`src/nssd_pkg.sv`:
```
// Package: display mode codes, segment patterns and divider reciprocals for the digit encoder.
package nssd_pkg;

	typedef logic [1:0] mode_t;
	typedef logic [6:0] seg_t;

	localparam mode_t MODE_UNSIGNED = 2'd0;
	localparam mode_t MODE_SIGNED   = 2'd1;
	localparam mode_t MODE_HEX      = 2'd2;

	localparam seg_t PAT_BLANK = 7'h00;
	localparam seg_t PAT_MINUS = 7'h40;
	localparam seg_t PAT_E     = 7'h79;

	// floor(n / D) == (n * M) >> S for every 16-bit n
	localparam logic [15:0] RECIP_10    = 16'd52429;  // S = 19
	localparam logic [16:0] RECIP_100   = 17'd83887;  // S = 23
	localparam logic [16:0] RECIP_1000  = 17'd67109;  // S = 26
	localparam logic [16:0] RECIP_10000 = 17'd107375; // S = 30

	function automatic seg_t seg_of(logic [3:0] d);
		seg_t p;
		unique case (d)
			4'h0: p = 7'h3F;
			4'h1: p = 7'h06;
			4'h2: p = 7'h5B;
			4'h3: p = 7'h4F;
			4'h4: p = 7'h66;
			4'h5: p = 7'h6D;
			4'h6: p = 7'h7D;
			4'h7: p = 7'h07;
			4'h8: p = 7'h7F;
			4'h9: p = 7'h6F;
			4'hA: p = 7'h77;
			4'hB: p = 7'h7C;
			4'hC: p = 7'h39;
			4'hD: p = 7'h5E;
			4'hE: p = 7'h79;
			4'hF: p = 7'h71;
		endcase
		return p;
	endfunction

endpackage

```
`src/number_to_seven_segment_digits.sv`:
```
// Top level: 16-bit value to four seven-segment patterns, decimal or hex.
// Usage
//   Request channel: drive value and pulse start; a request is taken at every
//   rising edge with start high and busy low. busy never rises, so a new
//   request may be issued every cycle.
//   Result channel: strobe is high for one cycle while seg_thousands,
//   seg_hundreds, seg_tens, seg_ones and out_of_range hold the result. The
//   receiver cannot stall; each result is offered exactly once.
//   Config channel: cfg_data is written into the display mode register when
//   cfg_valid and cfg_ready are both high; cfg_ready is always high. Write it
//   only while no request is in flight.
// Throughput
//   One request per cycle, set by the three-stage pipeline: input register,
//   reciprocal multipliers for /10, /100, /1000, /10000, then digit
//   extraction, blanking and segment lookup into the result register; strobe
//   rises once the request has passed all three registers.
// Reset
//   arst_n low clears the pipeline valid bits and sets the mode to unsigned
//   decimal; requests in flight are dropped.
module number_to_seven_segment_digits #(
	parameter int UNSIGNED_LIMIT = 9999
) (
	input  logic                clk,
	input  logic                arst_n,
	input  logic                start,
	output logic                busy,
	input  logic [15:0]         value,
	input  logic                cfg_valid,
	output logic                cfg_ready,
	input  nssd_pkg::mode_t     cfg_data,
	output logic                strobe,
	output nssd_pkg::seg_t      seg_thousands,
	output nssd_pkg::seg_t      seg_hundreds,
	output nssd_pkg::seg_t      seg_tens,
	output nssd_pkg::seg_t      seg_ones,
	output logic                out_of_range
);
	import nssd_pkg::*;

	localparam logic [15:0] LIMIT = 16'(UNSIGNED_LIMIT);

	// Low digit of n given q = n / 10: n - 10 * q, built from shifts.
	function automatic logic [3:0] low_digit(logic [15:0] n, logic [15:0] q);
		logic [15:0] r;
		r = n - ((q << 3) + (q << 1));
		return r[3:0];
	endfunction

	mode_t mode_q;

	// Stage 1: captured request.
	logic        valid_s1;
	logic [15:0] value_s1;
	mode_t       mode_s1;

	// Stage 2: magnitude and its quotients.
	logic        valid_s2;
	mode_t       mode_s2;
	logic        neg_s2;
	logic        over_s2;
	logic [7:0]  byte_s2;
	logic [15:0] mag_s2;
	logic [12:0] q10_s2;
	logic [9:0]  q100_s2;
	logic [6:0]  q1000_s2;
	logic [2:0]  q10000_s2;

	logic        neg;
	logic [15:0] mag;
	logic [31:0] p10;
	logic [32:0] p100, p1000, p10000;

	logic [3:0]  d0, d1, d2, d3;
	seg_t        th_d, hu_d, te_d, on_d;
	logic        oor_d;

	assign busy      = 1'b0;
	assign cfg_ready = 1'b1;

	always_ff @(posedge clk or negedge arst_n) begin
		if (!arst_n) begin
			mode_q <= MODE_UNSIGNED;
		end else if (cfg_valid && cfg_ready) begin
			mode_q <= cfg_data;
		end
	end

	// Stage 1: take the request along with the mode it was issued under.
	always_ff @(posedge clk or negedge arst_n) begin
		if (!arst_n) begin
			valid_s1 <= 1'b0;
		end else begin
			valid_s1 <= start && !busy;
		end
	end

	always_ff @(posedge clk) begin
		if (start && !busy) begin
			value_s1 <= value;
			mode_s1  <= mode_q;
		end
	end

	// Negate in signed mode only; 0x8000 maps onto itself, i.e. 32768.
	assign neg    = (mode_s1 == MODE_SIGNED) && value_s1[15];
	assign mag    = neg ? (~value_s1 + 16'd1) : value_s1;
	assign p10    = 32'(mag) * 32'(RECIP_10);
	assign p100   = 33'(mag) * 33'(RECIP_100);
	assign p1000  = 33'(mag) * 33'(RECIP_1000);
	assign p10000 = 33'(mag) * 33'(RECIP_10000);

	// Stage 2: hold the quotients.
	always_ff @(posedge clk or negedge arst_n) begin
		if (!arst_n) begin
			valid_s2 <= 1'b0;
		end else begin
			valid_s2 <= valid_s1;
		end
	end

	always_ff @(posedge clk) begin
		if (valid_s1) begin
			mode_s2   <= mode_s1;
			neg_s2    <= neg;
			over_s2   <= value_s1 > LIMIT;
			byte_s2   <= value_s1[7:0];
			mag_s2    <= mag;
			q10_s2    <= p10[31:19];
			q100_s2   <= p100[32:23];
			q1000_s2  <= p1000[32:26];
			q10000_s2 <= p10000[32:30];
		end
	end

	// Stage 3: peel off the four decimal digits and pick the patterns.
	assign d0 = low_digit(mag_s2, 16'(q10_s2));
	assign d1 = low_digit(16'(q10_s2), 16'(q100_s2));
	assign d2 = low_digit(16'(q100_s2), 16'(q1000_s2));
	assign d3 = low_digit(16'(q1000_s2), 16'(q10000_s2));

	always_comb begin
		th_d  = PAT_BLANK;
		hu_d  = PAT_BLANK;
		te_d  = PAT_BLANK;
		on_d  = PAT_BLANK;
		oor_d = 1'b0;
		case (mode_s2)
			MODE_UNSIGNED: begin
				if (over_s2) begin
					th_d  = PAT_E;
					hu_d  = PAT_E;
					te_d  = PAT_E;
					on_d  = PAT_E;
					oor_d = 1'b1;
				end else begin
					th_d = seg_of(d3);
					hu_d = seg_of(d2);
					te_d = seg_of(d1);
					on_d = seg_of(d0);
				end
			end
			MODE_SIGNED: begin
				on_d = seg_of(d0);
				if (neg_s2) begin
					th_d = PAT_MINUS;
					hu_d = seg_of(d2);
					te_d = seg_of(d1);
				end else begin
					// blank leading positions while the value is short
					if (q1000_s2 != 7'd0) th_d = seg_of(d3);
					if (q100_s2 != 10'd0) hu_d = seg_of(d2);
					if (q10_s2 != 13'd0)  te_d = seg_of(d1);
				end
			end
			MODE_HEX: begin
				hu_d = seg_of(byte_s2[7:4]);
				te_d = seg_of(byte_s2[3:0]);
			end
			default: begin
				// unused mode: leave every position blank
			end
		endcase
	end

	always_ff @(posedge clk or negedge arst_n) begin
		if (!arst_n) begin
			strobe <= 1'b0;
		end else begin
			strobe <= valid_s2;
		end
	end

	always_ff @(posedge clk) begin
		if (valid_s2) begin
			seg_thousands <= th_d;
			seg_hundreds  <= hu_d;
			seg_tens      <= te_d;
			seg_ones      <= on_d;
			out_of_range  <= oor_d;
		end
	end

	// Every accepted request comes out on strobe once it has passed the pipeline.
	a_latency: assert property (@(posedge clk) disable iff (!arst_n)
		(start && !busy) |-> ##3 strobe)
		else $error("request did not produce a result after three cycles");

	// No rising strobe without a matching earlier request.
	a_no_phantom: assert property (@(posedge clk) disable iff (!arst_n)
		$rose(strobe) |-> $past(start && !busy, 3))
		else $error("result strobe without a matching request");

	// The error flag always comes with the error pattern in all four positions.
	a_err_pattern: assert property (@(posedge clk) disable iff (!arst_n)
		(strobe && out_of_range) |-> (seg_thousands == PAT_E && seg_hundreds == PAT_E
			&& seg_tens == PAT_E && seg_ones == PAT_E))
		else $error("out_of_range without the error pattern");

	// A minus sign leads only in signed mode and never with the error flag.
	a_minus_mode: assert property (@(posedge clk) disable iff (!arst_n)
		(valid_s2 && neg_s2) |-> (mode_s2 == MODE_SIGNED && !oor_d))
		else $error("negative magnitude outside signed mode");

endmodule

```
`config.mk`:
```
export PLATFORM = sky130hd
export DESIGN_NAME = number_to_seven_segment_digits
export DESIGN_NICKNAME = d
export VERILOG_FILES = /design/src/nssd_pkg.sv /design/src/number_to_seven_segment_digits.sv
export SDC_FILE = /design/constraint.sdc
export NUM_CORES = 1
export LEC_CHECK = 0
export CORE_MARGIN = 4
export CORE_UTILIZATION = 41
export DETAILED_ROUTE_END_ITERATION = 10
export DONT_BUFFER_PORTS = 1
export PLACE_DENSITY = 0.56
export SLEW_MARGIN = 20
export SYNTH_ARGS = -nofsm -noshare
export SYNTH_HDL_FRONTEND = slang
export SYNTH_SLANG_ARGS = --single-unit
```
`constraint.sdc`:
```
create_clock -name clk -period 10.8 [get_ports clk]
set_clock_uncertainty 0.05 [all_clocks]
set_input_delay 3.24 -clock clk [delete_from_list [all_inputs] [get_ports clk]]
set_output_delay 3.24 -clock clk [all_outputs]
set_load 0.05 [all_outputs]
```
==> impl_metrics.py, run 1 <==
metrics = {
    "outcome": {
        "outcome": "finished clean",
    },
    "final_layout": {
        "finalNetCount": 2914,
        "n_antenna_cell": 0,
        "final_cell_mix": "inv_1 (557), ha_1 (500), fa_1 (307)",
        "area_delta_synth_final_pct": 7.09,
        "drive_gt1_share_pct": 4.29,
        "final_common_cell": "inv_1",
        "fillers": 4868,
    },
    "logic_synthesis": {
        "ys_seq_elements": 114,
        "ys.flop_type": "edfxtp_1",
        "netlist_instances": 2062,
        "avgSynthCellArea_um2": 10.4,
        "synth_cell_types": 79,
        "synthArstFlopShare_pct": 4.39,
        "synth-edff-count": 95,
        "syn_area_mm2": 0.0215,
        "synth_area_leaders": "ha_1 (29%), fa_1 (29%), edfxtp_1 (13%)",
        "yosysWarnings": 0,
        "synth_nets": 2891,
        "synth_top_area_share_pct": 29.0,
        "ys_seq_area_share_pct": 15.1,
        "yosysTopAreaCell": "ha_1",
    },
    "route": {
        "vias": 14100,
        "first_iter_violations": 681,
        "drt-total-wl_mm": 53.7,
        "drc": 0,
        "viasPerCell": 5.08,
        "ant_nets": 0,
        "dr.pass1.iters": 4,
        "wire_per_inst_um": 19.3,
    },
    "setup_path": {
        "slowest_stage": "nor2_1",
        "r2r-start": "value_s1[0]$_DFFE_PP_",
        "crit_buf_inv": 3,
        "crit_required_ps": 10920,
        "cp-endpoint": "q100_s2[9]$_DFFE_PP_",
        "path_class": "register to register",
        "cpPeakStageDelay_ps": 650,
        "crit_path_max_fanout": 6,
        "cpMostUsedCell": "fa_1",
        "arrival_ps": 8750,
        "r2r_end": "q100_s2[9]$_DFFE_PP_",
        "start_kind": "register",
        "worstRegToRegCells": 26,
        "startpoint": "value_s1[0]$_DFFE_PP_",
        "rrSetupSlack_ps": 2180,
        "cp_top_family": "adder cells",
        "cp_num_cells": 26,
        "worst_setup_path_end_kind": "register",
    },
    "min_path": {
        "hp-class": "register to register",
    },
    "global_routing": {
        "grt_max_degree": 63,
        "grt_pass1_vias": 15000,
        "grt_usage_pct": 19.6,
        "antenna_found_initial": 0,
        "grt_pass1_wl_mm": 85.0,
        "grt_overflow_total": 0,
    },
    "job": {
        "drv_cap": 0,
    },
    "sta": {
        "finalHoldViolations": 0,
        "rsz0062_at_grt": "false",
        "maxSlewHeadroom_pct": 26.2,
        "tightest_slew_ps": 1110,
        "finalWorstSetupSlack_ps": 2180,
        "min_period_over_period_pct": 79.9,
        "slew_viol_final": 0,
        "period_needed_ps": 8620,
        "setup_viol": 0,
        "fmax_ghz": 0.116,
        "fin_hold_ws_ps": 406,
        "finalSetupTns_ps": 0,
    },
    "placement": {
        "port_buffers": 0,
        "gp_congestion": 0.922,
        "pre_cts_ws_ps": 2280,
        "place_hpwl_mm": 45.5,
    },
    "clock_tree": {
        "ctsRootBufferMaster": "clkbuf_16",
        "numCtsBuffers": 17,
        "holdBufCountCts": 0,
        "cts_tree": "built",
        "clockBufferDepth": 2,
        "cts_resized": 0,
        "post_cts_buffers": 0,
        "cts_max_level": 4,
        "insertion_delay_ps": 430,
        "clock-sinks": 114,
        "path_clk_slew_ps": 50,
    },
    "floorplan": {
        "die_w_um": 237,
        "start_util_pct": 41.7,
        "dieArea_mm2": 0.0563,
        "rows": 83,
        "ios": 54,
        "coreArea_mm2": 0.0517,
        "die_y_um": 237,
    },
}
==> how the worst min path moves through the flow <==
stage                           endpoint  cells past startpoint                  start  slack, ps
floorplan           mode_s1[0]$_DFFE_PP_                      0  mode_q[0]$_DFFE_PN0P_        370
global placement    mode_s1[0]$_DFFE_PP_                      0  mode_q[0]$_DFFE_PN0P_        390
detailed placement  mode_s1[1]$_DFFE_PP_                      0  mode_q[1]$_DFFE_PN0P_        400
CTS                 mode_s1[1]$_DFFE_PP_                      0  mode_q[1]$_DFFE_PN0P_        410
global route        mode_s1[0]$_DFFE_PP_                      0  mode_q[0]$_DFFE_PN0P_        430
finish              mode_s1[1]$_DFFE_PP_                      0  mode_q[1]$_DFFE_PN0P_        410
==> cells in the mapped netlist, drive strengths merged (4+ instances only) <==
cell / instances
o211ai: 8
dfrtp: 5
o21ai: 40
a21o: 23
nand4: 13
and3: 6
a22oi: 4
a41oi: 4
nor2b: 13
ha: 500
dfxtp: 14
nand3: 17
nor3: 19
a31oi: 9
nor2: 60
nor4: 7
nand3b: 5
fa: 307
mux2: 6
xnor2: 52
o31ai: 4
mux4: 6
a211oi: 14
o21a: 5
buf: 5
o221ai: 6
clkbuf: 10
edfxtp: 95
o21bai: 5
o22ai: 4
a21oi: 88
nand2: 55
xor2: 24
nand2b: 12
inv: 557
mux2i: 14
==> kinds of logic after synthesis <==
group | Yosys count | synth area share (%)
AOI/OAI and AO/OA | 240 | 7.34
xor gates and xnor gates | 76 | 3.09
muxes | 26 | 1.59
buffers and inverters | 573 | 10.1
and+or+nand+nor | 224 | 5.19
DFF | 114 | 15.1
adders and majority gates | 807 | 57.6
other | 2 | 0.0349
==> routing by layer <==
| layer | wire length (um) | GRT usage [%] | vias to the layer above |
|---|---|---|---|
| li1 | - | - | 6753 |
| met1 | 23800 | 25.8 | 7009 |
| met2 | 25900 | 33.3 | 288 |
| met3 | 2300 | 2.97 | 71 |
| met4 | 1710 | 6.39 | 0 |
| met5 | 0 | 0 | - |
==> stage by stage <==
stage | instances | util (%) | cell area [um^2]
after floorplan | 2062 | - | 21500
after global placement | 2746 | 43.5 | 22500
after detailed placement | 2746 | 43.5 | 22500
after CTS | 2778 | 44.6 | 23100
after global routing | 2778 | 44.6 | 23100
final | 2778 | 44.6 | 23100
==> area by class of cell <==
| cell class | count | area (um^2) | area share, % |
|---|---|---|---|
| Timing Repair Buffer | 19 | 143 | 0.618 |
| Inverter | 558 | 2100 | 9.08 |
| Clock inverter | 13 | 119 | 0.515 |
| Tap cell | 680 | 851 | 3.69 |
| Sequential cell | 114 | 3260 | 14.1 |
| Clock buffer | 19 | 433 | 1.88 |
| Multi-Input combinational cell | 1375 | 16200 | 70.1 |
Power of run 1 is not shown: default switching activity piles up to over one toggle a cycle in this logic, so the estimate is an artifact.
==> run 2, diff against run 1 <==
==> constraint.sdc (replaced) <==
create_clock -name clk -period 8.4 [get_ports clk]
set_clock_uncertainty 0.05 [all_clocks]
set_input_delay 2.52 -clock clk [delete_from_list [all_inputs] [get_ports clk]]
set_output_delay 2.52 -clock clk [all_outputs]
set_load 0.05 [all_outputs]
==> impl_metrics.py, run 2 (same netlist as run 1, synthesis figures left out) <==
metrics = {
    "sta": {
        "rsz0062_at_grt": "false",
        "period_needed_ps": 8060,
        "finalHoldViolations": 0,
        "finalSetupTns_ps": 0,
        "slew_viol_final": 0,
        "tightest_slew_ps": 1010,
        "maxSlewHeadroom_pct": 32.5,
        "min_period_over_period_pct": 96.0,
        "setup_viol": 0,
        "fmax_ghz": 0.124,
    },
    "final_layout": {
        "fillers": 4937,
        "final_common_cell": "inv_1",
        "final_cell_mix": "inv_1 (557), ha_1 (499), fa_1 (307)",
        "n_antenna_cell": 0,
        "multi_input_area_mm2": 0.0162,
        "register_area_mm2": 0.00326,
        "area_delta_synth_final_pct": 7.92,
        "drive_gt1_share_pct": 5.48,
        "finalNetCount": 2933,
    },
    "clock_tree": {
        "cts_max_level": 4,
        "ctsRootBufferMaster": "clkbuf_16",
        "numCtsBuffers": 17,
        "post_cts_buffers": 0,
        "cts_tree": "built",
        "clockBufferDepth": 2,
        "holdBufCountCts": 0,
        "path_clk_slew_ps": 60,
        "clock-sinks": 114,
        "insertion_delay_ps": 450,
    },
    "global_routing": {
        "grt_pass1_wl_mm": 89.7,
        "grt_overflow_total": 0,
        "grt_max_degree": 63,
        "grt_usage_pct": 20.7,
        "antenna_found_initial": 0,
        "grt_pass1_vias": 15400,
    },
    "route": {
        "drc": 0,
        "ant_nets": 0,
        "wire_per_inst_um": 20.0,
        "drt-total-wl_mm": 55.9,
        "dr.pass1.iters": 7,
        "first_iter_violations": 555,
        "viasPerCell": 5.11,
        "vias": 14300,
    },
    "placement": {
        "gp_congestion": 0.926,
        "place_hpwl_mm": 48.8,
        "port_buffers": 0,
    },
    "floorplan": {
        "die_w_um": 237,
        "dieArea_mm2": 0.0563,
        "rows": 83,
        "die_y_um": 237,
        "ios": 54,
        "coreArea_mm2": 0.0517,
        "start_util_pct": 41.7,
    },
    "setup_path": {
        "worst_setup_path_end_kind": "register",
        "arrival_ps": 8190,
        "path_class": "register to register",
        "crit_path_max_fanout": 7,
        "cpMostUsedCell": "inv_1",
        "slowest_stage": "nor4_1",
        "worstRegToRegCells": 27,
        "start_kind": "register",
        "cpPeakStageDelay_ps": 600,
        "crit_required_ps": 8530,
    },
    "job": {
        "drv_cap": 0,
    },
    "outcome": {
        "outcome": "finished clean",
    },
    "min_path": {
        "hold_depth": 0,
        "hp-class": "register to register",
    },
}
-- run 2: cell types whose count changed in the layout (fill, tap and decap cells not counted), sizes merged --
cell,delta
buf,+19
bufinv,-2
clkbuf,+4
clkinv,-6
clkinvlp,-3
inv,+7
-- run 2: repair_timing --
action / 4_1_cts / 5_1_grt
hold endpoints to repair: 0 / 0
resized for setup: 0 / 2
setup endpoints to repair: 0 / 1
-- run 2: per-layer routing --
layer	vias to the layer above	track usage (%)	part of all wire, %
li1	6783	-	-
met1	7143	27.8	45
met2	302	35.6	49
met3	70	2.44	3.6
met4	0	5.56	2.6
met5	-	0	0
-- run 2: area by class of cell --
cell class,instances,area share (%)
inverter,558,9.01
clock inverter,9,0.269
clock buffer,23,2.20
sequential,114,14.0
multi-input combinational,1375,69.6
tap,680,3.66
timing repair buffer,38,1.23
-- run 2: final timing paths --
check / start / to / slack, ps
max: value_s1[4]$_DFFE_PP_ / q10_s2[12]$_DFFE_PP_ / 340
min: mode_q[0]$_DFFE_PN0P_ / mode_s1[0]$_DFFE_PP_ / 410
max in group asynchronous: arst_n / valid_s2$_DFF_PN0_ / 6500
min in group asynchronous: arst_n / valid_s1$_DFF_PN0_ / 1720
max reg2reg: value_s1[4]$_DFFE_PP_ / q10_s2[12]$_DFFE_PP_ / 340
min reg2reg: mode_q[0]$_DFFE_PN0P_ / mode_s1[0]$_DFFE_PP_ / 410
-- run 2: stage by stage --
| step | utilization (%) | worst slack (ps) | area [um^2] | hold slack (ps) | instances |
|---|---|---|---|---|---|
| final | 45.0 | 339 | 23200 | 413 | 2797 |
| after global routing | 45.0 | 10.6 | 23200 | 434 | 2797 |
| after CTS | 44.9 | 378 | 23200 | 426 | 2797 |
| after detailed placement | 43.8 | 438 | 22700 | 410 | 2765 |
| after global placement | 43.8 | 478 | 22700 | 417 | 2765 |
| after floorplan | - | 157 | 21500 | 371 | 2062 |
-- run 2: critical path, delay by kind of cell (launching register included) --
kind / cells / cell delay [ps]
AND/OR/NAND/NOR: 4 / 1140
adder cells (fa/ha/maj): 7 / 3000
flip-flops: 1 / 530
AO/OA/AOI/OAI: 8 / 1790
buffers and inverters: 6 / 800
XOR/XNOR: 2 / 490
Power of run 2 is left out for the same reason.
